[src/hw/rtl/assert_macros.svh]
// Assertion helpers: every check is sampled on clk and muted while rst_n is low.
`ifndef ASSERT_MACROS_SVH
`define ASSERT_MACROS_SVH

// Check that an expression holds at every edge.
`define ASSERT_ALWAYS(label, expr, msg) \
    label: assert property (@(posedge clk) disable iff (!rst_n) (expr)) else $error(msg);

// Check that a consequent holds whenever the antecedent holds.
`define ASSERT_IMPLY(label, ante, cons, msg) \
    label: assert property (@(posedge clk) disable iff (!rst_n) (ante) |-> (cons)) \
        else $error(msg);

`endif

[src/hw/rtl/stbt_pkg.sv]
package stbt_pkg;

    localparam int COUNT_W = 32;
    localparam int DENS_W  = 16;
    localparam int ID_W    = 4;
    localparam int NUM_W   = 5;

    typedef enum logic [1:0] {
        ACT_INSERT   = 2'd0,
        ACT_CLASSIFY = 2'd1,
        ACT_READ     = 2'd2
    } action_t;

    typedef enum logic [2:0] {
        ST_OK            = 3'd0,
        ST_FULL          = 3'd1,
        ST_FIRST_NONZERO = 3'd2,
        ST_EMPTY         = 3'd3,
        ST_RANGE         = 3'd4
    } status_t;

    // Per-cell command, common to every cell of the row
    typedef struct packed {
        logic            by_pos;  // compare cell position instead of threshold
        logic            ins_en;  // commit an insert this cycle
        logic [ID_W-1:0] pos;
    } cell_ctl_t;

    // Per-cell compare result, handed to the neighbour and the selector
    typedef struct packed {
        logic le;  // occupied and at or below the key
        logic gt;  // occupied and above the key
    } cell_flags_t;

endpackage

[src/hw/rtl/stbt_req_if.sv]
interface stbt_req_if;
    import stbt_pkg::*;

    logic                 valid;
    logic                 ready;
    logic [1:0]           action;
    logic [COUNT_W-1:0]   count_value;
    logic [DENS_W-1:0]    density_value;
    logic [ID_W-1:0]      entry_index;

    modport source (
        output valid, action, count_value, density_value, entry_index,
        input  ready
    );

    modport sink (
        input  valid, action, count_value, density_value, entry_index,
        output ready
    );
endinterface

[src/hw/rtl/stbt_rsp_if.sv]
interface stbt_rsp_if;
    import stbt_pkg::*;

    logic                 valid;
    logic                 ready;
    logic [2:0]           status;
    logic [ID_W-1:0]      bucket_id;
    logic [COUNT_W-1:0]   range_low;
    logic [COUNT_W-1:0]   range_high;
    logic [DENS_W-1:0]    entry_density;
    logic [NUM_W-1:0]     entry_count;

    modport source (
        output valid, status, bucket_id, range_low, range_high, entry_density, entry_count,
        input  ready
    );

    modport sink (
        input  valid, status, bucket_id, range_low, range_high, entry_density, entry_count,
        output ready
    );
endinterface

[src/hw/rtl/stbt_cell.sv]
module stbt_cell #(
    parameter int IDX = 0,
    parameter int TW  = 32,
    parameter int CW  = 5
) (
    input  logic                          clk,
    input  stbt_pkg::cell_ctl_t           ctl,
    input  logic [CW-1:0]                 fill,
    input  logic [TW-1:0]                 key,
    input  logic [stbt_pkg::DENS_W-1:0]   dens_in,
    input  stbt_pkg::cell_flags_t         left_flags,
    input  logic [TW-1:0]                 left_thr,
    input  logic [stbt_pkg::DENS_W-1:0]   left_dens,
    output stbt_pkg::cell_flags_t         flags,
    output logic [TW-1:0]                 thr,
    output logic [stbt_pkg::DENS_W-1:0]   dens
);
    import stbt_pkg::*;

    logic              thr_en;
    logic [TW-1:0]     thr_reg;
    logic [TW-1:0]     thr_next;
    logic [DENS_W-1:0] dens_reg;
    logic [DENS_W-1:0] dens_next;
    logic              occupied;
    logic              at_or_below;

    assign occupied = 32'(fill) > 32'(IDX);

    always_comb
    begin
        if (ctl.by_pos)
        begin
            at_or_below = 32'(IDX) <= 32'(ctl.pos);
        end
        else
        begin
            at_or_below = thr_reg <= key;
        end
        flags.le = occupied && at_or_below;
        flags.gt = occupied && !at_or_below;

        // Load if above key or first free: the left entry if above, else the new one
        thr_en = ctl.ins_en && (flags.gt || (32'(fill) == 32'(IDX)));
        if (left_flags.gt)
        begin
            thr_next  = left_thr;
            dens_next = left_dens;
        end
        else
        begin
            thr_next  = key;
            dens_next = dens_in;
        end
    end

    always_ff @(posedge clk)
    begin
        if (thr_en)
        begin
            thr_reg  <= thr_next;
            dens_reg <= dens_next;
        end
    end

    assign thr  = thr_reg;
    assign dens = dens_reg;

endmodule

[src/hw/rtl/stbt_pick.sv]
module stbt_pick #(
    parameter int N  = 16,
    parameter int TW = 32,
    parameter int IW = 4
) (
    input  stbt_pkg::cell_flags_t         flags [N],
    input  logic [TW-1:0]                 thr   [N],
    input  logic [stbt_pkg::DENS_W-1:0]   dens  [N],
    output logic                          hit,
    output logic [IW-1:0]                 hit_idx,
    output logic [TW-1:0]                 hit_thr,
    output logic [stbt_pkg::DENS_W-1:0]   hit_dens,
    output logic                          next_any,
    output logic [TW-1:0]                 next_thr
);
    import stbt_pkg::*;

    logic [N:0]   le_v;
    logic [N:0]   gt_v;
    logic [N-1:0] bnd;
    logic [N-1:0] fst;

    assign le_v[N] = 1'b0;
    assign gt_v[0] = 1'b0;

    for (genvar g = 0; g < N; g++)
    begin : g_flags
        assign le_v[g]   = flags[g].le;
        assign gt_v[g+1] = flags[g].gt;
        // Last cell at or below the key, and first cell above it
        assign bnd[g] = le_v[g] && !le_v[g+1];
        assign fst[g] = gt_v[g+1] && !gt_v[g];
    end

    always_comb
    begin
        hit      = |bnd;
        next_any = |fst;
        hit_idx  = '0;
        hit_thr  = '0;
        hit_dens = '0;
        next_thr = '0;
        for (int i = 0; i < N; i++)
        begin
            hit_idx  = hit_idx  | (bnd[i] ? IW'(i) : '0);
            hit_thr  = hit_thr  | (bnd[i] ? thr[i] : '0);
            hit_dens = hit_dens | (bnd[i] ? dens[i] : '0);
            next_thr = next_thr | (fst[i] ? thr[i] : '0);
        end
    end

endmodule

[src/hw/rtl/sorted_threshold_bucket_table_top.sv]
// Sorted threshold bucket table. A row of MAX_ENTRIES cells holds (threshold, density)
// entries in ascending threshold order; the fill count and the response valid flag are
// the only state that reset clears, and a cell's contents count only while its position
// is below the fill count, so no clearing pass follows reset. Every request transaction
// is answered by exactly one response transaction. Insert (action 0) compares the key
// against every cell at once; cells above the key shift one place up and the first free
// or vacated cell takes the new entry, after any equal thresholds. The first entry must
// have threshold zero and a full table refuses the insert; both leave the table as it
// was. Classify (action 1) returns the last bucket whose threshold is at most the count,
// with its bounds and density; read (action 2) returns the entry at entry_index. The
// upper bound of the last bucket is TW ones (COUNT_BITS capped at COUNT_W). Only the
// low COUNT_BITS bits of count_value are used. Each request is accepted, the whole row
// compares and updates in that same cycle, and the response is registered for the next.
// The rate is one transaction per cycle, set by the single compare-and-select across
// the cell row; a new request is taken while a response waits as long as that response
// is being taken in the same cycle.
module sorted_threshold_bucket_table_top #(
    parameter int MAX_ENTRIES = 16,
    parameter int COUNT_BITS  = 32
) (
    input  logic        clk,
    input  logic        rst_n,
    stbt_req_if.sink    req,
    stbt_rsp_if.source  rsp
);
    import stbt_pkg::*;

    `include "assert_macros.svh"

    // Threshold width held in the cells, index width and fill count width
    localparam int TW = (COUNT_BITS < COUNT_W) ? COUNT_BITS : COUNT_W;
    localparam int IW = (MAX_ENTRIES > 1) ? $clog2(MAX_ENTRIES) : 1;
    localparam int CW = $clog2(MAX_ENTRIES + 1);
    localparam logic [COUNT_W-1:0] TOP_BOUND = COUNT_W'((64'(1) << TW) - 64'(1));

    // Handshake and fill count
    logic          accept;
    logic          rsp_valid_reg;
    logic          rsp_valid_next;
    logic [CW-1:0] fill_reg;
    logic [CW-1:0] fill_next;

    // Request decode
    action_t       act;
    logic [TW-1:0] key;
    logic          full;
    logic          empty;
    logic          ins_ok;
    cell_ctl_t     ctl;

    // Cell row
    cell_flags_t       cell_flags [MAX_ENTRIES];
    logic [TW-1:0]     cell_thr   [MAX_ENTRIES];
    logic [DENS_W-1:0] cell_dens  [MAX_ENTRIES];

    // Selector results
    logic              hit;
    logic [IW-1:0]     hit_idx;
    logic [TW-1:0]     hit_thr;
    logic [DENS_W-1:0] hit_dens;
    logic              next_any;
    logic [TW-1:0]     next_thr;
    logic [COUNT_W-1:0] upper;

    // Response register
    status_t            status_reg,  status_next;
    logic [ID_W-1:0]    id_reg,      id_next;
    logic [COUNT_W-1:0] low_reg,     low_next;
    logic [COUNT_W-1:0] high_reg,    high_next;
    logic [DENS_W-1:0]  dens_reg,    dens_next;
    logic [NUM_W-1:0]   num_reg,     num_next;

    assign req.ready = !rsp_valid_reg || rsp.ready;
    assign accept    = req.valid && req.ready;

    assign act   = action_t'(req.action);
    assign key   = req.count_value[TW-1:0];
    assign full  = fill_reg == CW'(MAX_ENTRIES);
    assign empty = fill_reg == '0;

    // Insert goes ahead only into a non-full table, and the first key must be zero
    assign ins_ok = (act == ACT_INSERT) && !full && !(empty && (key != '0));

    always_comb
    begin
        ctl.by_pos = act == ACT_READ;
        ctl.ins_en = accept && ins_ok;
        ctl.pos    = req.entry_index;
    end

    for (genvar g = 0; g < MAX_ENTRIES; g++)
    begin : g_cell
        cell_flags_t       left_flags;
        logic [TW-1:0]     left_thr;
        logic [DENS_W-1:0] left_dens;

        if (g == 0)
        begin : g_head
            assign left_flags = '0;
            assign left_thr   = '0;
            assign left_dens  = '0;
        end
        else
        begin : g_link
            assign left_flags = cell_flags[g-1];
            assign left_thr   = cell_thr[g-1];
            assign left_dens  = cell_dens[g-1];
        end

        stbt_cell #(
            .IDX (g),
            .TW  (TW),
            .CW  (CW)
        ) u_cell (
            .clk        (clk),
            .ctl        (ctl),
            .fill       (fill_reg),
            .key        (key),
            .dens_in    (req.density_value),
            .left_flags (left_flags),
            .left_thr   (left_thr),
            .left_dens  (left_dens),
            .flags      (cell_flags[g]),
            .thr        (cell_thr[g]),
            .dens       (cell_dens[g])
        );
    end

    stbt_pick #(
        .N  (MAX_ENTRIES),
        .TW (TW),
        .IW (IW)
    ) u_pick (
        .flags    (cell_flags),
        .thr      (cell_thr),
        .dens     (cell_dens),
        .hit      (hit),
        .hit_idx  (hit_idx),
        .hit_thr  (hit_thr),
        .hit_dens (hit_dens),
        .next_any (next_any),
        .next_thr (next_thr)
    );

    // Upper bound: the first threshold above the key, or all ones past the last bucket
    assign upper = next_any ? COUNT_W'(next_thr) : TOP_BOUND;

    always_comb
    begin
        status_next = ST_OK;
        id_next     = '0;
        low_next    = '0;
        high_next   = '0;
        dens_next   = '0;
        fill_next   = ins_ok ? CW'(fill_reg + 1'b1) : fill_reg;
        case (act)
            ACT_INSERT:
            begin
                if (full)
                begin
                    status_next = ST_FULL;
                end
                else if (!ins_ok)
                begin
                    status_next = ST_FIRST_NONZERO;
                end
                else
                begin
                    // New entry lands just past the last threshold at or below it
                    id_next   = empty ? '0 : ID_W'(IW'(hit_idx + IW'(1)));
                    low_next  = COUNT_W'(key);
                    high_next = upper;
                    dens_next = req.density_value;
                end
            end
            ACT_CLASSIFY:
            begin
                if (empty)
                begin
                    status_next = ST_EMPTY;
                end
                else
                begin
                    id_next   = ID_W'(hit_idx);
                    low_next  = COUNT_W'(hit_thr);
                    high_next = upper;
                    dens_next = hit_dens;
                end
            end
            ACT_READ:
            begin
                if (32'(req.entry_index) >= 32'(fill_reg) || !hit)
                begin
                    status_next = ST_RANGE;
                end
                else
                begin
                    id_next   = ID_W'(hit_idx);
                    low_next  = COUNT_W'(hit_thr);
                    high_next = upper;
                    dens_next = hit_dens;
                end
            end
            default:
            begin
                status_next = ST_OK;
            end
        endcase
        num_next = NUM_W'(fill_next);
    end

    // Hold the response until taken; a new transaction may replace it in the same cycle
    assign rsp_valid_next = accept ? 1'b1 : (rsp.ready ? 1'b0 : rsp_valid_reg);

    always_ff @(posedge clk or negedge rst_n)
    begin
        if (!rst_n)
        begin
            rsp_valid_reg <= 1'b0;
            fill_reg      <= '0;
        end
        else
        begin
            rsp_valid_reg <= rsp_valid_next;
            if (accept)
            begin
                fill_reg <= fill_next;
            end
        end
    end

    always_ff @(posedge clk)
    begin
        if (accept)
        begin
            status_reg <= status_next;
            id_reg     <= id_next;
            low_reg    <= low_next;
            high_reg   <= high_next;
            dens_reg   <= dens_next;
            num_reg    <= num_next;
        end
    end

    assign rsp.valid         = rsp_valid_reg;
    assign rsp.status        = status_reg;
    assign rsp.bucket_id     = id_reg;
    assign rsp.range_low     = low_reg;
    assign rsp.range_high    = high_reg;
    assign rsp.entry_density = dens_reg;
    assign rsp.entry_count   = num_reg;

    `ASSERT_ALWAYS(a_fill_bound, fill_reg <= CW'(MAX_ENTRIES), "fill count beyond table size")
    `ASSERT_IMPLY(a_fill_step, fill_reg != $past(fill_reg),
        $past(accept) && (fill_reg == CW'($past(fill_reg) + 1'b1)),
        "fill count moved other than by one accepted insert")
    `ASSERT_IMPLY(a_head_zero, fill_reg != '0, cell_thr[0] == '0,
        "first bucket threshold is not zero")
    `ASSERT_IMPLY(a_rsp_order, rsp_valid_reg && (status_reg == ST_OK), low_reg <= high_reg,
        "response bucket bounds out of order")
    `ASSERT_IMPLY(a_no_overrun, rsp_valid_reg && !rsp.ready, !accept,
        "request taken while response stalled")

endmodule
[src/flat_wrapper.sv]
// flat-port wrapper written by rule: the top's interface ports become plain ports
module sorted_threshold_bucket_table_top_flat import stbt_pkg::*;
#(
    parameter int MAX_ENTRIES = 16,
    parameter int COUNT_BITS  = 32
)
  (clk, rst_n, req_valid, req_action, req_count_value, req_density_value, req_entry_index, req_ready, rsp_valid, rsp_status, rsp_bucket_id, rsp_range_low, rsp_range_high, rsp_entry_density, rsp_entry_count, rsp_ready);
  stbt_req_if req_i ();
  stbt_rsp_if rsp_i ();
  input  logic clk;
  input  logic rst_n;
  input wire logic [$bits(req_i.valid)-1:0] req_valid;
  input wire logic [$bits(req_i.action)-1:0] req_action;
  input wire logic [$bits(req_i.count_value)-1:0] req_count_value;
  input wire logic [$bits(req_i.density_value)-1:0] req_density_value;
  input wire logic [$bits(req_i.entry_index)-1:0] req_entry_index;
  output wire logic [$bits(req_i.ready)-1:0] req_ready;
  output wire logic [$bits(rsp_i.valid)-1:0] rsp_valid;
  output wire logic [$bits(rsp_i.status)-1:0] rsp_status;
  output wire logic [$bits(rsp_i.bucket_id)-1:0] rsp_bucket_id;
  output wire logic [$bits(rsp_i.range_low)-1:0] rsp_range_low;
  output wire logic [$bits(rsp_i.range_high)-1:0] rsp_range_high;
  output wire logic [$bits(rsp_i.entry_density)-1:0] rsp_entry_density;
  output wire logic [$bits(rsp_i.entry_count)-1:0] rsp_entry_count;
  input wire logic [$bits(rsp_i.ready)-1:0] rsp_ready;
  assign req_i.valid = req_valid;
  assign req_i.action = req_action;
  assign req_i.count_value = req_count_value;
  assign req_i.density_value = req_density_value;
  assign req_i.entry_index = req_entry_index;
  assign req_ready = req_i.ready;
  assign rsp_valid = rsp_i.valid;
  assign rsp_status = rsp_i.status;
  assign rsp_bucket_id = rsp_i.bucket_id;
  assign rsp_range_low = rsp_i.range_low;
  assign rsp_range_high = rsp_i.range_high;
  assign rsp_entry_density = rsp_i.entry_density;
  assign rsp_entry_count = rsp_i.entry_count;
  assign rsp_i.ready = rsp_ready;
  sorted_threshold_bucket_table_top #(.MAX_ENTRIES(MAX_ENTRIES), .COUNT_BITS(COUNT_BITS)) u_core (.clk(clk), .rst_n(rst_n), .req(req_i), .rsp(rsp_i));
endmodule
[config.mk]
export PLATFORM = sky130hd
export DESIGN_NAME = sorted_threshold_bucket_table_top_flat
export DESIGN_NICKNAME = d
export VERILOG_FILES = /design/src/hw/rtl/stbt_pkg.sv /design/src/hw/rtl/stbt_req_if.sv /design/src/hw/rtl/stbt_rsp_if.sv /design/src/hw/rtl/stbt_cell.sv /design/src/hw/rtl/stbt_pick.sv /design/src/hw/rtl/sorted_threshold_bucket_table_top.sv /design/src/flat_wrapper.sv
export VERILOG_INCLUDE_DIRS = /design/src /design/src/hw/rtl
export SDC_FILE = /design/constraint.sdc
export NUM_CORES = 2
export LEC_CHECK = 0
export BUFFER_PORTS_ARGS = -buffer_cell sky130_fd_sc_hd__buf_2
export CAP_MARGIN = 20
export CORE_MARGIN = 3
export CORE_UTILIZATION = 45
export DETAILED_ROUTE_END_ITERATION = 6
export GPL_TIMING_DRIVEN = 1
export RECOVER_POWER = 100
export SLEW_MARGIN = 10
export SYNTH_ARGS = -nofsm -noshare
export SYNTH_HDL_FRONTEND = slang
export SYNTH_HIERARCHICAL = 1
export SYNTH_SLANG_ARGS = --single-unit
export TNS_END_PERCENT = 30
[constraint.sdc]
create_clock -name clk -period 19.5 [get_ports clk]
set_input_delay 1.95 -clock clk [delete_from_list [all_inputs] [get_ports clk]]
set_output_delay 1.95 -clock clk [all_outputs]
set_load 0.005 [all_outputs]
# After elaboration in Yosys (flattened, before gate mapping)

Cells that the tools add are included.

Register bits after elaboration: 866
Input port bits: 58
Output and inout port bits: 94
Word-level logic and storage cells: 463

Add/subtract/negate cells: 2
Order comparisons: 48
Equality and inequality tests: 18
Muxes and demuxes: 139
Bitwise operators: 59
Reduce and logical (&&, ||, !) cells: 157

Operators by type and width:

| operator           | number |
|---|---|
| $mux 32            | 56 |
| $or 32x32->32      | 30 |
| $mux 16            | 35 |
| $le 32x32->1       | 16 |
| $or 16x16->16      | 15 |
| $pmux 32 s3        | 2 |
| $logic_and 1x1->1  | 83 |
| $mux 4             | 13 |
| $logic_not 1->1    | 50 |
| $pmux 16 s3        | 1 |
| $eq 5x4->1 const B | 8 |
| $gt 5x4->1 const B | 8 |
| $le 4x4->1 const A | 8 |
| $reduce_bool 32->1 | 1 |
| $reduce_or 16->1   | 2 |
| $or 4x4->4         | 7 |
| $eq 5x3->1 const B | 4 |
| $gt 5x3->1 const B | 4 |
| $mux 1             | 19 |
| $logic_or 1x1->1   | 18 |
| $mux 3             | 6 |
| $le 3x4->1 const A | 4 |
| $pmux 4 s3         | 1 |
| $eq 5x2->1 const B | 2 |
| other kinds (22)   | 30 |

# Logic depth before layout (Yosys ltp)

Depth after elaboration: 26
Gate-level depth with buffers: 18

# Modules after synthesis

Netlist, hierarchy kept.

Modules (own cells, without submodules):

| module                                | instances | cells an instance | area each (um2) | sequential area each (um2) |
|---|---|---|---|---|
| stbt_pick                             | 1         | 991               | 7328.3          | 0.0 |
| sorted_threshold_bucket_table_top     | 1         | 314               | 4304.1          | 2912.8 |
| stbt_cell at u_core.g_cell[2].u_cell  | 1         | 260               | 2890.3          | 1441.4 |
| stbt_cell at u_core.g_cell[3].u_cell  | 1         | 262               | 2877.8          | 1441.4 |
| stbt_cell at u_core.g_cell[12].u_cell | 1         | 267               | 2871.5          | 1441.4 |
| stbt_cell at u_core.g_cell[13].u_cell | 1         | 261               | 2864.0          | 1441.4 |
| stbt_cell at u_core.g_cell[15].u_cell | 1         | 259               | 2855.2          | 1441.4 |
| stbt_cell at u_core.g_cell[4].u_cell  | 1         | 260               | 2847.7          | 1441.4 |
| stbt_cell at u_core.g_cell[11].u_cell | 1         | 261               | 2845.2          | 1441.4 |
| stbt_cell at u_core.g_cell[10].u_cell | 1         | 264               | 2836.5          | 1441.4 |
| stbt_cell at u_core.g_cell[14].u_cell | 1         | 260               | 2835.2          | 1441.4 |
| stbt_cell at u_core.g_cell[9].u_cell  | 1         | 259               | 2831.5          | 1441.4 |
| stbt_cell at u_core.g_cell[6].u_cell  | 1         | 261               | 2824.0          | 1441.4 |
| stbt_cell at u_core.g_cell[8].u_cell  | 1         | 261               | 2819.0          | 1441.4 |
| +4 rows                               | --        | --                | --              | -- |

# Least setup slack after synthesis

No wires, ideal clock.

Kind: in2reg
Start: input rsp_ready
End: register u_core.g_cell[2].u_cell.dens_reg[0], enable pin
Arrival: 7387 ps
Data required time: 19018 ps
Slack: 11631 ps
Stages on the path: 6
Path buffers: 0
Path through: nand2b_1 nand2_1 inv_1 and3_1 o21ai_0 a31oi_1

RTL lines:

| what                 | line               | RTL |
|---|---|---|
| from (decl)          | flat_wrapper.sv:25 | `input wire logic [$bits(rsp_i.ready)-1:0] rsp_ready;` |
| to (signal assigned) | stbt_cell.sv:62    | `dens_reg <= dens_next;` |
| to (decl)            | stbt_cell.sv:23    | `logic [DENS_W-1:0] dens_reg;` |

==> flow_summary.ini <==
[detailed_routing]
viasPerCell = 6.912
drt-wirelength-per-cell_um = 34.75
detail_route.wirelength_mm = 253.3
drt_pass1_iterations = 7
drt_iter0_markers = 8597
drc = 5
antenna_left = 0
via_count = 50380

[clocking]
insertion_delay_ns = 0.74
post_cts_buffers = 0
cts_buffers = 102
cts_hold_buffers = 0
cts_sinks = 866
post_cts_resized = 0
cts_tree = built
cts-root-buf = clkbuf_16
clk_path_buf_depth = 3
cts.htree.levels = 3
clk_pin_slew_worst_paths_ns = 0.06

[sta]
setup_viol_count_final = 0
rsz0062_at_grt = no
drv_slew = 2487
post-route-period-util = 0.6972
period_needed_ns = 13.60
worstMarginPinSlew_ns = 4.776
finClkSkew_ns = 0.02533
max_freq_mhz = 73.56
slew_headroom = -2.184
worst_slack_ns = 5.905
tns_ns = 0
holdWs_ns = 0.5315
hold_viol = 0

[worst_setup_path]
cp.required_ns = 20.07
critPathArrivalTime_ns = 14.16
crit_path_end = u_core/rsp.entry_density[8]
r2r_cells = 15
cp-start-kind = input port
cp-end-kind = flip-flop
cp-startpoint = req_count_value[30]
r2r_slack_ns = 7.80
crit_fanout = 52
critical_path_class = in2reg
rr_startpoint = u_core/g_cell[11].u_cell/thr[30]
reg2reg_to = u_core/rsp.entry_density[8]

[yosys]
yosysTopAreaCell = edfxtp_1
yosys_warnings = 6
ys.flop_type = edfxtp_1
synth-compound-area-share = 0.2082
synth_cell_type_count = 100
syn_area_um2 = 57050
syn-instance-count = 5471
async_flop_share = 0.006928
synth_area_leaders = edfxtp_1 45%, ha_1 11%, o21ai_0 5.3%
yosysSeqAreaShare = 0.4553
synth-seq-cells = 866
synthSimpleGateAreaFrac = 0.1075
synthXorXnorAreaFrac = 0.001535
synthMuxAreaShare = 0.05388
synth_fa_ha_area_frac = 0.1138
synth.avg_cell_area_um2 = 10.43
synth_top_family_by_area = compound AO/OA/AOI/OAI gates
synth-edff-count = 860
synth_most_common_cell = edfxtp_1
synth_common_cells = 860 x edfxtp_1, 642 x nand2_1, 602 x o21ai_0
yosysTopAreaCellShare = 0.4527

[pwr]
leakage_nw = 23.59
total_power_mw = 7.385
ir_worst_vdd_mv = 0.1094
p_per_area_nw_per_um2 = 118.1

[placed_design]
finalWeightedCongestion = 1.032
place_hpwl_mm = 169.7
port_buffers = 151
dp_slack_ns = 11.61

[finish]
drive_gt1_frac = 0.1052
largest_register_ffs = 512
syn2layout_area_growth_pct = 9.579
fin_nets = 6133

[global_routing]
grt_pass1_wl_mm = 351.9
antenna_found_initial = 14
overflow = 0
grt_pass1_vias = 47180
grt_max_degree = 80
grt_use_total = 0.3744

[floorplanning]
std_cell_rows = 130
dieArea_um2 = 131100
dieWidth_um = 362.1
fp.coreArea_um2 = 125700
dieHeight_um = 362.1
io_pins = 152
start_util = 0.4538

[worst_hold_path]
hold_class = reg2reg

[flow_run]
maxCapViolCount = 72

[run_status]
violations = design-rule violations, max-capacitance violations, max-slew violations
run_status = finished, violations left
power by group:
part | leakage [nW] | internal (mW) | switching, mW | total (mW)
Combinational | 14.1 | 1.01 | 2.05 | 3.06
Sequential | 7.90 | 2.32 | 0.104 | 2.42
Clock | 1.57 | 1.07 | 0.838 | 1.90
Total | 23.6 | 4.39 | 2.99 | 7.38
routing by layer:
| metal | GRT usage | wire (um) | vias to the layer above |
|---|---|---|---|
| met3 | 0.1062 | 34720 | 845 |
| met2 | 0.5470 | 104600 | 3943 |
| met4 | 0.1968 | 16720 | 14 |
| met5 | 0 | 94 | - |
| li1 | - | - | 21150 |
| met1 | 0.5039 | 97110 | 24430 |
worst min path at each step:
| stage | start | end | depth (start not counted) |
|---|---|---|---|
| global placement | u_core/rsp.valid | u_core/rsp.valid | 2 |
| global route | u_core/rsp.valid | u_core/rsp.valid | 2 |
| finish | u_core/rsp.valid | u_core/rsp.valid | 2 |
| detailed placement | u_core/rsp.valid | u_core/rsp.valid | 2 |
| floorplan | u_core/g_cell[2].u_cell/dens[0] | u_core/g_cell[3].u_cell/dens[0] | 1 |
| CTS | u_core/rsp.valid | u_core/rsp.valid | 2 |
cell type report:
class | count | area (um^2)
Fill cell | 11580 | 63220
Multi-Input combinational cell | 3781 | 28070
Sequential cell | 866 | 25970
Clock buffer | 124 | 2686
Inverter | 554 | 2082
Tap cell | 1650 | 2064
Timing Repair Buffer | 251 | 1144
Clock inverter | 61 | 493.0
Antenna cell | 2 | 5.005
worst max-delay path, stage by stage:
cell,delay (ns)
clkbuf_1,0.97
inv_1,0.16
ha_1,0.39
nand4_1,0.39
nor4_1,1.83
nand3_1,0.16
nand2_1,0.16
o22a_1,0.21
and2b_1,0.20
nor2b_1,0.14
clkbuf_1,3.02
nor4_1,0.29
nand4_1,0.34
o211ai_1,0.18
o22ai_4,0.16
clkbuf_1,2.95
a22o_1,0.48
cells by family (layout without fill, tap and decap cells):
kind of cell	after synthesis	after routing
AOI/OAI and AO/OA	1740	1740
and+or+nand+nor	1190	1190
buffers and inverters	872	990
DFF	866	866
adders and majority gates	519	519
muxes	273	273
xor gates and xnor gates	10	10
other	1	51
layout by cell type (no fill, tap or decap), types with 185 or more instances in the layout:
cell type / count
o21ai_0: 606
edfxtp_1: 860
clkbuf_1: 185
a21oi_1: 269
a221oi_1: 321
nand2_1: 642
mux2_2: 262
ha_1: 519
inv_1: 552
nand4_1: 188
a22o_1: 343
through the flow:
stage / util / area, um^2 / instances
2_1_floorplan: - / 57230 / 5519
5_1_grt: 0.4972 / 62510 / 7287
3_3_place_gp: 0.4768 / 59950 / 7092
6_report: 0.4972 / 62520 / 7289
4_1_cts: 0.5031 / 63250 / 7284
3_5_place_dp: 0.4778 / 60070 / 7099
Power figures use the tool's default switching activity.
